--- src/rtl/hsa_pkg.sv ---
// Package for the HSL saturation adjust block: pixel word types, fixed-point
// widths, register map constants and the restoring divider step.
// No dependencies; imported by hsa_channel and hsl_saturation_adjust.
package hsa_pkg;

  localparam int CH_W    = 8;           // channel width
  localparam int SUM_W   = CH_W + 1;    // max + min
  localparam int FRAC_W  = 16;          // saturation fraction bits
  localparam int SAT_W   = FRAC_W + 1;  // saturation 0 .. 1.0 inclusive
  localparam int SNEW_W  = SAT_W + 2;   // signed sum of saturation and delta
  localparam int DELTA_W = 10;
  localparam int P1_W    = SAT_W + CH_W;     // new saturation times D
  localparam int BASE_W  = SUM_W + CH_W;     // sum times chroma
  localparam int DV_W    = SUM_W + 1;        // signed 2v - sum
  localparam int PROD_W  = DV_W + P1_W + 1;  // signed product
  localparam int NUM_W   = PROD_W + 2;       // signed numerator
  localparam int T_W     = NUM_W - 1 - (FRAC_W + 1);

  localparam int SDIV_STEPS  = 4;
  localparam int SDIV_STAGES = FRAC_W / SDIV_STEPS;
  localparam int CDIV_STEPS  = CH_W / 2;

  localparam int PIPE_LAST  = 12;
  localparam int CARRY_LAST = 11;

  localparam int APB_W     = 32;
  localparam int PADDR_W   = 3;
  localparam int CFG_IDX_W = 1;
  localparam logic [CFG_IDX_W-1:0] REG_SAT_DELTA = '0;

  localparam logic [CH_W-1:0]  MAXV    = {CH_W{1'b1}};
  localparam logic [SAT_W-1:0] SAT_ONE = {1'b1, {FRAC_W{1'b0}}};

  typedef struct packed {
    logic [CH_W-1:0] red_in;
    logic [CH_W-1:0] green_in;
    logic [CH_W-1:0] blue_in;
  } pixel_in_t;

  typedef struct packed {
    logic [CH_W-1:0] red_out;
    logic [CH_W-1:0] green_out;
    logic [CH_W-1:0] blue_out;
  } pixel_out_t;

  typedef struct packed {
    logic [SUM_W-1:0]  sum;
    logic [CH_W-1:0]   chroma;
    logic [P1_W-1:0]   p1;
    logic [BASE_W-1:0] base;
  } chan_ctl_t;

  // One restoring division step. The remainder is below the divisor on entry,
  // so it stays below it on exit. Returns {quotient bit, remainder}.
  function automatic logic [CH_W:0] div_step(input logic [CH_W-1:0] rem,
                                             input logic bit_in,
                                             input logic [CH_W-1:0] dvsr);
    logic [CH_W:0] trial;
    logic [CH_W:0] diff;
    trial = {rem, bit_in};
    diff  = trial - {1'b0, dvsr};
    if (trial >= {1'b0, dvsr}) begin
      div_step = {1'b1, diff[CH_W-1:0]};
    end else begin
      div_step = {1'b0, trial[CH_W-1:0]};
    end
  endfunction

endpackage

--- src/rtl/hsa_channel.sv ---
// One output channel of the saturation adjust: rebuilds the channel from
// lightness and new saturation, rounds, and divides by chroma. Four stages.
// Depends on hsa_pkg.
module hsa_channel
  import hsa_pkg::*;
(
  input  logic            clk,
  input  logic [CH_W-1:0] v,
  input  chan_ctl_t       ctl,
  output logic [CH_W-1:0] q
);

  // Stage A: signed product (2v - sum) * S' * D.
  logic signed [DV_W-1:0]   dv;
  logic signed [PROD_W-1:0] prod_a;
  logic [BASE_W-1:0]        base_a;
  logic [CH_W-1:0]          chroma_a;

  assign dv = $signed({1'b0, v, 1'b0}) - $signed({1'b0, ctl.sum});

  always_ff @(posedge clk) begin
    prod_a   <= $signed(dv) * $signed({1'b0, ctl.p1});
    base_a   <= ctl.base;
    chroma_a <= ctl.chroma;
  end

  // Stage B: numerator, floor at zero, add half the denominator, drop the
  // power-of-two part of the denominator.
  logic signed [NUM_W-1:0] num;
  logic [NUM_W-2:0]        num_pos;
  logic [NUM_W-2:0]        num_rnd;
  logic [T_W-1:0]          t_b;
  logic [CH_W-1:0]         chroma_b;

  always_comb begin
    num = $signed({{(NUM_W-BASE_W-FRAC_W){1'b0}}, base_a, {FRAC_W{1'b0}}}) + prod_a;
    num_pos = num[NUM_W-1] ? '0 : num[NUM_W-2:0];
    num_rnd = num_pos + {{(NUM_W-1-CH_W-FRAC_W){1'b0}}, chroma_a, {FRAC_W{1'b0}}};
  end

  always_ff @(posedge clk) begin
    t_b      <= num_rnd[FRAC_W+1 +: T_W];
    chroma_b <= chroma_a;
  end

  // Stages C and D: quotient by chroma, half the bits in each stage.
  // A quotient that would not fit in a channel saturates to full scale.
  logic [CH_W-1:0] rem_c_next, quot_c_next, low_c_next;
  logic [CH_W-1:0] rem_c, quot_c, low_c, chroma_c;
  logic            sat_c;
  logic [CH_W-1:0] rem_d, quot_d, low_d;
  logic [CH_W:0]   st_c, st_d;

  always_comb begin
    rem_c_next  = t_b[CH_W +: CH_W];
    quot_c_next = '0;
    low_c_next  = t_b[CH_W-1:0];
    st_c        = '0;
    for (int k = 0; k < CDIV_STEPS; k++) begin
      st_c        = div_step(rem_c_next, low_c_next[CH_W-1], chroma_b);
      rem_c_next  = st_c[CH_W-1:0];
      quot_c_next = {quot_c_next[CH_W-2:0], st_c[CH_W]};
      low_c_next  = {low_c_next[CH_W-2:0], 1'b0};
    end
  end

  always_ff @(posedge clk) begin
    sat_c    <= t_b[T_W-1:CH_W] >= {{(T_W-2*CH_W){1'b0}}, chroma_b};
    rem_c    <= rem_c_next;
    quot_c   <= quot_c_next;
    low_c    <= low_c_next;
    chroma_c <= chroma_b;
  end

  always_comb begin
    rem_d  = rem_c;
    quot_d = quot_c;
    low_d  = low_c;
    st_d   = '0;
    for (int k = 0; k < CH_W - CDIV_STEPS; k++) begin
      st_d   = div_step(rem_d, low_d[CH_W-1], chroma_c);
      rem_d  = st_d[CH_W-1:0];
      quot_d = {quot_d[CH_W-2:0], st_d[CH_W]};
      low_d  = {low_d[CH_W-2:0], 1'b0};
    end
  end

  always_ff @(posedge clk) begin
    q <= sat_c ? MAXV : quot_d;
  end

endmodule

--- src/rtl/hsl_saturation_adjust.sv ---
// An accepted word moves through the stage registers in order and shows on
// result with done, and is taken at the edge that ends the cycle of done.
// Throughput: one word per cycle through a 13-stage pipeline; busy stays low.
// The saturation divider (16 quotient bits, 4 per stage) sets the depth.
// Reset clears the valid pipeline, so words in flight are dropped, and sets
// sat_delta to 0.
module hsl_saturation_adjust
  import hsa_pkg::*;
(
  input  logic               clk,
  input  logic               rst,
  input  logic               start,
  output logic               busy,
  input  pixel_in_t          pixel,
  output logic               done,
  output pixel_out_t         result,
  input  logic               psel,
  input  logic               penable,
  input  logic               pwrite,
  input  logic [PADDR_W-1:0] paddr,
  input  logic [APB_W-1:0]   pwdata,
  output logic [APB_W-1:0]   prdata,
  output logic               pready
);

  typedef struct packed {
    logic      gray;
    pixel_in_t pix;
  } carry_t;

  typedef struct packed {
    logic [SUM_W-1:0]  sum;
    logic [CH_W-1:0]   chroma;
    logic [CH_W-1:0]   d;
    logic [CH_W-1:0]   rem;
    logic [SAT_W-1:0]  quot;
    logic [FRAC_W-1:0] low;
  } sdiv_t;

  // Configuration register.
  logic signed [DELTA_W-1:0] sat_delta;
  logic [CFG_IDX_W-1:0]      cfg_idx;

  assign cfg_idx = paddr[2 +: CFG_IDX_W];
  assign pready  = 1'b1;

  always_ff @(posedge clk) begin
    if (rst) begin
      sat_delta <= '0;
    end else if (psel && penable && pwrite) begin
      unique case (cfg_idx)
        REG_SAT_DELTA: sat_delta <= pwdata[DELTA_W-1:0];
        default: ;
      endcase
    end
  end

  always_comb begin
    unique case (cfg_idx)
      REG_SAT_DELTA: prdata = {{(APB_W-DELTA_W){sat_delta[DELTA_W-1]}}, sat_delta};
      default:       prdata = '0;
    endcase
  end

  // Valid bits travel alongside the data.
  logic [PIPE_LAST:0] valid;

  assign busy = 1'b0;
  assign done = valid[PIPE_LAST];

  always_ff @(posedge clk) begin
    if (rst) begin
      valid <= '0;
    end else begin
      valid <= {valid[PIPE_LAST-1:0], start};
    end
  end

  // Stage 0: input register.
  pixel_in_t pix0;

  always_ff @(posedge clk) begin
    pix0 <= pixel;
  end

  // Stage 1: max, min, sum, chroma and D.
  logic [CH_W-1:0]  mx, mn;
  logic [SUM_W-1:0] sum_next;
  logic [SUM_W-1:0] sum1;
  logic [CH_W-1:0]  chroma1, d1;
  carry_t           carry [1:CARRY_LAST];

  always_comb begin
    mx = pix0.red_in;
    mn = pix0.red_in;
    if (pix0.green_in > mx) mx = pix0.green_in;
    if (pix0.green_in < mn) mn = pix0.green_in;
    if (pix0.blue_in > mx) mx = pix0.blue_in;
    if (pix0.blue_in < mn) mn = pix0.blue_in;
    sum_next = {1'b0, mx} + {1'b0, mn};
  end

  always_ff @(posedge clk) begin
    sum1     <= sum_next;
    chroma1  <= mx - mn;
    d1       <= (sum_next > {1'b0, MAXV}) ? CH_W'({MAXV, 1'b0} - sum_next)
                                          : sum_next[CH_W-1:0];
    carry[1] <= '{gray: (mx == mn), pix: pix0};
    for (int i = 2; i <= CARRY_LAST; i++) begin
      carry[i] <= carry[i-1];
    end
  end

  // Stages 2 to 5: saturation S = (chroma * 2^16 + D/2) / D. The chroma part
  // is at most D, so its quotient is a single bit found up front.
  sdiv_t sdiv      [SDIV_STAGES];
  sdiv_t sdiv_next [SDIV_STAGES];

  always_comb begin
    sdiv_t         cur;
    logic [CH_W:0] st;
    st = '0;
    for (int s = 0; s < SDIV_STAGES; s++) begin
      if (s == 0) begin
        cur.sum    = sum1;
        cur.chroma = chroma1;
        cur.d      = d1;
        cur.quot   = SAT_W'(chroma1 == d1);
        cur.rem    = (chroma1 == d1) ? '0 : chroma1;
        cur.low    = FRAC_W'(d1 >> 1);
      end else begin
        cur = sdiv[s-1];
      end
      for (int k = 0; k < SDIV_STEPS; k++) begin
        st       = div_step(cur.rem, cur.low[FRAC_W-1], cur.d);
        cur.rem  = st[CH_W-1:0];
        cur.quot = {cur.quot[SAT_W-2:0], st[CH_W]};
        cur.low  = {cur.low[FRAC_W-2:0], 1'b0};
      end
      sdiv_next[s] = cur;
    end
  end

  always_ff @(posedge clk) begin
    for (int s = 0; s < SDIV_STAGES; s++) begin
      sdiv[s] <= sdiv_next[s];
    end
  end

  // Stage 6: add the delta and clamp the new saturation to [0, 1].
  logic signed [SNEW_W-1:0] ssum;
  logic [SAT_W-1:0]         snew6;
  logic [SUM_W-1:0]         sum6;
  logic [CH_W-1:0]          chroma6, d6;

  assign ssum = $signed({2'b00, sdiv[SDIV_STAGES-1].quot}) + $signed({sat_delta, 8'b0});

  always_ff @(posedge clk) begin
    if (ssum[SNEW_W-1]) begin
      snew6 <= '0;
    end else if (ssum > $signed({2'b00, SAT_ONE})) begin
      snew6 <= SAT_ONE;
    end else begin
      snew6 <= ssum[SAT_W-1:0];
    end
    sum6    <= sdiv[SDIV_STAGES-1].sum;
    chroma6 <= sdiv[SDIV_STAGES-1].chroma;
    d6      <= sdiv[SDIV_STAGES-1].d;
  end

  // Stage 7: products shared by the three channels.
  chan_ctl_t ctl7;

  always_ff @(posedge clk) begin
    ctl7.sum    <= sum6;
    ctl7.chroma <= chroma6;
    ctl7.p1     <= snew6 * d6;
    ctl7.base   <= sum6 * chroma6;
  end

  // Stages 8 to 11: per-channel rebuild.
  logic [CH_W-1:0] q_red, q_green, q_blue;

  hsa_channel u_red (
    .clk (clk),
    .v   (carry[7].pix.red_in),
    .ctl (ctl7),
    .q   (q_red)
  );

  hsa_channel u_green (
    .clk (clk),
    .v   (carry[7].pix.green_in),
    .ctl (ctl7),
    .q   (q_green)
  );

  hsa_channel u_blue (
    .clk (clk),
    .v   (carry[7].pix.blue_in),
    .ctl (ctl7),
    .q   (q_blue)
  );

  // Stage 12: output register. A gray word goes out unchanged.
  always_ff @(posedge clk) begin
    if (carry[CARRY_LAST].gray) begin
      result.red_out   <= carry[CARRY_LAST].pix.red_in;
      result.green_out <= carry[CARRY_LAST].pix.green_in;
      result.blue_out  <= carry[CARRY_LAST].pix.blue_in;
    end else begin
      result.red_out   <= q_red;
      result.green_out <= q_green;
      result.blue_out  <= q_blue;
    end
  end

endmodule

--- config.mk ---
export PLATFORM = sky130hd
export DESIGN_NAME = hsl_saturation_adjust
export DESIGN_NICKNAME = d
export VERILOG_FILES = /design/src/rtl/hsa_pkg.sv /design/src/rtl/hsa_channel.sv /design/src/rtl/hsl_saturation_adjust.sv
export SDC_FILE = /design/constraint.sdc
export NUM_CORES = 2
export LEC_CHECK = 0
export ABC_AREA = 1
export BUFFER_PORTS_ARGS = -buffer_cell sky130_fd_sc_hd__buf_2
export CAP_MARGIN = 10
export CORE_AREA = 2 2 338 340
export CTS_CLUSTER_DIAMETER = 150
export CTS_CLUSTER_SIZE = 14
export DETAILED_ROUTE_END_ITERATION = 8
export DIE_AREA = 0 0 340 342
export GPL_TIMING_DRIVEN = 0
export PLACE_DENSITY = 0.82
export SLEW_MARGIN = 10
export SYNTH_ARGS = -nofsm -noshare
export SYNTH_HDL_FRONTEND = slang
export SYNTH_SLANG_ARGS = --single-unit
--- constraint.sdc ---
create_clock -name clk -period 8.2 [get_ports clk]
set_input_delay 1.64 -clock clk [delete_from_list [all_inputs] [get_ports clk]]
set_output_delay 1.64 -clock clk [all_outputs]
set_load 0.05 [all_outputs]
# Yosys cells after proc, flatten, opt, wreduce, memory -nomap -nowiden
# Memory sizes are Yosys's and may differ from the RTL's.
# Cells that the tools add are included.
[totals]
ramBits = 523
reg_bits = 481
inputBits = 65
romBits = 0
latch_bits = 0
n_memories = 2
[classes]
n_eq_ne = 2
magnitude_cmp = 49
n_addsub = 53
n_shift = 0
n_mux = 52
multipliers = 5
n_reduce_logical = 4
bitwise_logic = 1
div = 0
[memory_table]
columns = ["memory", "depth", "width", "read_ports", "rd_clocked_by_memory_dff", "write_ports", "line_no", "rtl"]
rows = [
  ["carry", 11, 25, 11, 0, 11, "hsl_saturation_adjust.sv:91", "carry_t carry [1:CARRY_LAST];"],
  ["sdiv", 4, 62, 4, 0, 4, "hsl_saturation_adjust.sv:116", "sdiv_t sdiv [SDIV_STAGES];"],
]
[op_table]
columns = ["op", "count"]
rows = [
  ["$ge A9 B8 Y1", 40],
  ["$mux W9", 40],
  ["$sub A8 B8 Y8", 41],
  ["$add A34 B36 Y37", 3],
  ["$add A37 B24 Y37", 3],
  ["$mux W37", 3],
  ["$mul A10 B26 Y36", 3],
  ["$mux W8", 6],
  ["$ge A12 B8 Y1", 3],
  ["$mux W32", 1],
  ["$sub A9 B9 Y10", 3],
  ["$mul A17 B8 Y25", 1],
  ["$mux W24", 1],
  ["$add A18 B18 Y19", 1],
  ["$gt A19 B18 Y1 const B", 1],
  ["$mul A9 B8 Y17", 1],
  ["$mux W17", 1],
  ["$eq A8 B8 Y1", 2],
  ["$gt A8 B8 Y1", 2],
  ["$lt A8 B8 Y1", 2],
  ["$add A8 B8 Y9", 1],
  ["$gt A9 B8 Y1 const B", 1],
  ["$sub A8 B8 Y8 const A", 1],
  ["$logic_and A1 B1 Y1", 2],
  ["other kinds (3)", 3],
]

# Logic depth before layout (Yosys ltp)
[logic_depth]
word_depth = 10
depth_mapped = 54
ltp_nobuf = 50

# Cells and area by module
# Synthesis repeated with hierarchy kept, for this count alone.
[hier_totals]
cells_unflattened = 9706
hier_area_um2 = 77125.2
[by_module_without_submodules]
columns = ["mod", "cells_each", "n_inst", "area_each_um2"]
rows = [
  ["hsl_saturation_adjust", 3133, 1, 28786.4],
  ["hsa_channel (u_blue)", 2217, 1, 16268.1],
  ["hsa_channel (u_red)", 2184, 1, 16072.9],
  ["hsa_channel (u_green)", 2172, 1, 15997.8],
]

# Least setup slack after synthesis
# Ideal clock, no wire load.
[synth_path]
kind = "register to register"
from = "register u_green.chroma_b[1] (netlist name)"
to = "register u_red.rem_c[0]"
n_path_buf = 3
arrival_ns = 6.775
path_stages_with_launch = 44
synth_period_minus_slack_ns = 6.833
setup_ns = 0.058
path_slack_ns = 1.367
cell_sequence = "dfxtp_1 -> inv_1 -> ha_1 -> nand3_1 -> nand2_1 -> nand4_1 -> nand2_1 -> nand2_2 -> nand2_2 -> buf_6 -> a21oi_1 -> ha_1 -> nand3_1 -> nand2_1 -> nand2_1 -> o211ai_1 -> a21oi_1 -> nand2_2 -> [... 8 more ...] -> o211ai_1 -> a211oi_1 -> nand2_1 -> nor2_2 -> buf_6 -> nand2_1 -> o21ai_2 -> ha_1 -> nand2_1 -> nand2_1 -> a21oi_1 -> o21ai_0 -> a21oi_1 -> o21bai_1 -> a21boi_0 -> a21boi_2 -> nand3_1 -> nand2_1"
[synth_lines]
columns = ["item", "line_no", "rtl"]
rows = [
  ["end signal, assigned", "hsa_channel.sv:69", "rem_c <= rem_c_next;"],
  ["end, declared", "hsa_channel.sv:49", "logic [CH_W-1:0] rem_c, quot_c, low_c, chroma_c;"],
]

# Worst setup path in the final report
[layout_path]
from = "register ctl7[52] (netlist name)"
to = "register u_green.prod_a[30]"
[layout_between]
elab_chain_cells = 2
[layout_lines]
columns = ["item", "line_no", "rtl"]
rows = [
  ["start, declared", "hsl_saturation_adjust.sv:172", "chan_ctl_t ctl7;"],
  ["$sub A9 B9 Y10", "hsa_channel.sv:19", "assign dv = $signed({1'b0, v, 1'b0}) - $signed({1'b0, ctl.sum});"],
  ["$mul A10 B26 Y36", "hsa_channel.sv:22", "prod_a <= $signed(dv) * $signed({1'b0, ctl.p1});"],
  ["end signal, assigned", "hsa_channel.sv:22", ""],
  ["end, declared", "hsa_channel.sv:15", "logic signed [PROD_W-1:0] prod_a;"],
]
# No other way between the ends.
# A chain may end at the register's enable or synchronous reset.

==> run_results.csv <==
group,metric,value,unit
clock_tree,clkSinkCount,863,
routing,drc,0,
worst_setup_path,crit_slowest_cell,"a21oi_1",
sta,worst-slew-pin-transition,1.21,ns
synth,synth-edff-count,0,
die,initial_core_util,64.5,%
worst_setup_path,cp.required,8.75,ns
synth,async_flop_share,0,%
sta,hold_viol,0,
synth,syn_inst,9007,
placement,gp_congestion,1.06,
worst_setup_path,reg2reg_depth,29,
synth,avgSynthCellArea,8.10,um^2
worst_setup_path,crit_fanout,10,
sta,clock_skew,0.0585,ns
placement,dpl.hpwl,165,mm
die,rows,124,
routing,routed_wirelength,207,mm
clock_tree,hold_buffers,0,
status,status,"finished clean",
routing,drt-vias-per-instance,5.70,
synth,synthFlopType,"dfxtp_1",
global_route,grt_start_max_net_pins,24,
hold_path,min_from,"carry[0][225]$_DFF_P_",
routing,drtIter0Drc,5634,
hold_path,hp-class,"reg2reg",
worst_setup_path,worstPathArrival,8.49,ns
synth,yosysWarnings,0,
worst_setup_path,max_stage_delay,0.91,ns
die,die_w,340,um
clock_tree,cts_buffers,71,
worst_setup_path,timing.rr.end,"u_green.prod_a[30]$_DFF_P_",
global_route,grt_pass1_vias,60800,
cells_and_area,drive_gt1_share,6.70,%
global_route,antenna_found_initial,15,
worst_setup_path,r2r-start,"ctl7[52]$_DFF_P_",
clock_tree,cts_buffer_depth,3,
die,dieHeight,342,um
clock_tree,worstSkewPairLatency,0.70,ns
worst_setup_path,crit_type,"reg2reg",
worst_setup_path,crit_path_start_kind,"flip-flop",
hold_path,hold_path_depth,0,
worst_setup_path,timing.reg2reg.setup_slack,0.26,ns
clock_tree,cts_tree,"yes",
hold_path,hold-path-endpoint,"carry[0][250]$_DFF_P_",
cells_and_area,areaGrowthSynthToFinish,6.66,%
sta,hold_ws,0.303,ns
die,dieArea,0.116,mm^2
synth,syn-cell-area,0.0729,mm^2
routing,vias,61300,
clock_tree,path_clk_slew,0.07,ns
cells_and_area,final_cell_count_no_fill,10800,
worst_setup_path,worstSetupStartpoint,"ctl7[52]$_DFF_P_",
cells_and_area,final_util,68.8,%
job,cap_violations,0,
routing,wl_per_cell,19.2,um
global_route,grt-ovfl-total,0,
synth,ys_seq_elements,863,
die,pin_count,124,
global_route,grt_pass1_wl,324,mm
worst_setup_path,end_kind,"flip-flop",
sta,timing.slew.headroom,19.1,%
die,fp.coreArea,0.113,mm^2
worst_setup_path,cp_common_cell,"a21oi_1",
routing,drtAntennaViolNets,0,
sta,finalCriticalPeriod,7.94,ns
sta,max_clock_freq,126,MHz
global_route,grtUsageTotal,35.7,%
sta,drv_slew,0,
clock_tree,cts.htree.levels,3,
synth,synthDistinctLibCells,77,
placement,portBuffers,97,
sta,fin_crit_sh,96.8,%
cells_and_area,final_nets,10900,
synth,ys_seq_area_share,23.7,%
clock_tree,cts_root_buffer,"clkbuf_16",
sta,final-setup-viol-count,0,
routing,first_pass_iters,9,
placement,dp_cells,10600,
## sequential cells by signal, indices dropped and copies added, names as in the netlist, 10 cells and up
signal,count
carry,275
ctl7,58
pix0,24
result,24
sat_delta,10
sdiv,160
snew6,17
u_blue.base_a,17
u_blue.prod_a,20
u_blue.t_b,20
u_green.prod_a,20
u_green.t_b,20
u_red.prod_a,20
u_red.t_b,20
valid,13
## stage by stage
stage | worst slack, ns | area (um^2) | TNS (ns)
global placement | -0.0570 | 75300 | -0.114
floorplan | 1.37 | 72900 | 0
CTS | 0.134 | 77300 | 0
finish | 0.260 | 77800 | 0
detailed placement | -0.227 | 75300 | -1.39
global route | -0.00746 | 77800 | -0.0133
## critical path: cells and delay by family (launching register included)
family	cells	cell delay [ns]
AND/OR/NAND/NOR	6	0.58
buffers and inverters	4	0.71
adder cells (fa/ha/maj)	7	3.22
XOR/XNOR	1	0.26
AO/OA/AOI/OAI	11	2.70
flip-flops	1	0.34
## kinds of logic (layout without fill, tap and decap cells)
logic type	Yosys count	in the layout	synth area share [%]
flops	863	863	23.7
fa+ha+maj	1563	1563	34.2
simple gates	3421	3421	19.8
buf+inv	1733	1959	9.38
other cells	2	13	0.0103
mux	24	24	0.371
xor+xnor	354	354	4.28
compound gates	1047	1047	8.21
## layout make-up
| class | instances | area (um^2) |
|---|---|---|
| Multi-Input combinational cell | 6414 | 48900 |
| Fill cell | 8976 | 35300 |
| Sequential cell | 863 | 17300 |
| Inverter | 1487 | 5630 |
| Tap cell | 1512 | 1890 |
| Clock buffer | 72 | 1790 |
| Buffer | 246 | 1260 |
| Timing Repair Buffer | 145 | 858 |
| Clock inverter | 8 | 174 |
| Antenna cell | 8 | 20.0 |
| Timing Repair inverter | 1 | 5.00 |
## cells in the mapped netlist, types with 46 or more instances
cell type,number,area share (%)
o21ai_1,46,0.32
dfxtp_1,863,24
nor3_1,58,0.40
xor2_1,231,2.8
inv_1,1456,7.5
clkbuf_1,166,0.85
nor2_1,644,3.3
xnor2_1,120,1.4
o21ai_0,270,1.9
nand3_1,293,2.0
a21oi_1,490,3.4
or2_2,56,0.48
ha_1,843,14
nand4_1,106,0.91
nand2_1,2094,11
fa_1,720,20
## metal layers
| layer | vias to the layer above | track usage [%] | share of wire [%] |
|---|---|---|---|
| met3 | 823 | 8.11 | 9.2 |
| met2 | 2953 | 57.7 | 45 |
| li1 | 28700 | - | - |
| met1 | 28800 | 42.4 | 37 |
| met4 | 16 | 24.8 | 8.3 |
| met5 | - | 0 | 0.049 |
## timing repair
item                       CTS  global route
setup endpoints to repair    9            56
resized for setup            1            46
setup buffers                2            46
cloned                       1             0
pin swaps                    0             3
## cell usage in the layout, fill, tap and decap left out, drive strengths merged, types with 3 or more instances in the layout
master | Yosys | routed
a31oi | 17 | 17
xnor2 | 121 | 121
nor4 | 19 | 19
diode | 0 | 8
o2111ai | 3 | 3
o311ai | 4 | 4
xor2 | 233 | 233
o221ai | 6 | 6
a211oi | 25 | 25
a221oi | 6 | 6
a21o | 25 | 25
o211ai | 25 | 25
clkinvlp | 0 | 9
o21bai | 30 | 30
nor3 | 61 | 61
ha | 843 | 843
nand3b | 27 | 27
inv | 1481 | 1476
clkbuf | 170 | 242
o21ai | 354 | 354
a21boi | 14 | 14
or2 | 66 | 66
nor2 | 668 | 668
o21a | 16 | 16
fa | 720 | 720
nand3 | 316 | 316
nand4 | 110 | 110
conb | 2 | 5
a21oi | 510 | 510
dfxtp | 863 | 863
buf | 76 | 221
mux2 | 24 | 24
nand2 | 2146 | 2146
o31ai | 5 | 5
clkinv | 6 | 11
## how the worst max path moves through the flow
| stage | to | cells after the start |
|---|---|---|
| after floorplan | u_red.rem_c[0]$_DFF_P_ | 43 |
| after CTS | u_red.rem_c[5]$_DFF_P_ | 42 |
| after detailed placement | u_red.rem_c[5]$_DFF_P_ | 44 |
| after global placement | u_red.rem_c[5]$_DFF_P_ | 44 |
| final | u_green.prod_a[30]$_DFF_P_ | 29 |
| after global routing | u_blue.rem_c[0]$_DFF_P_ | 44 |
Power is not shown: default switching activity piles up to over one toggle a cycle in this logic, so the estimate is an artifact.
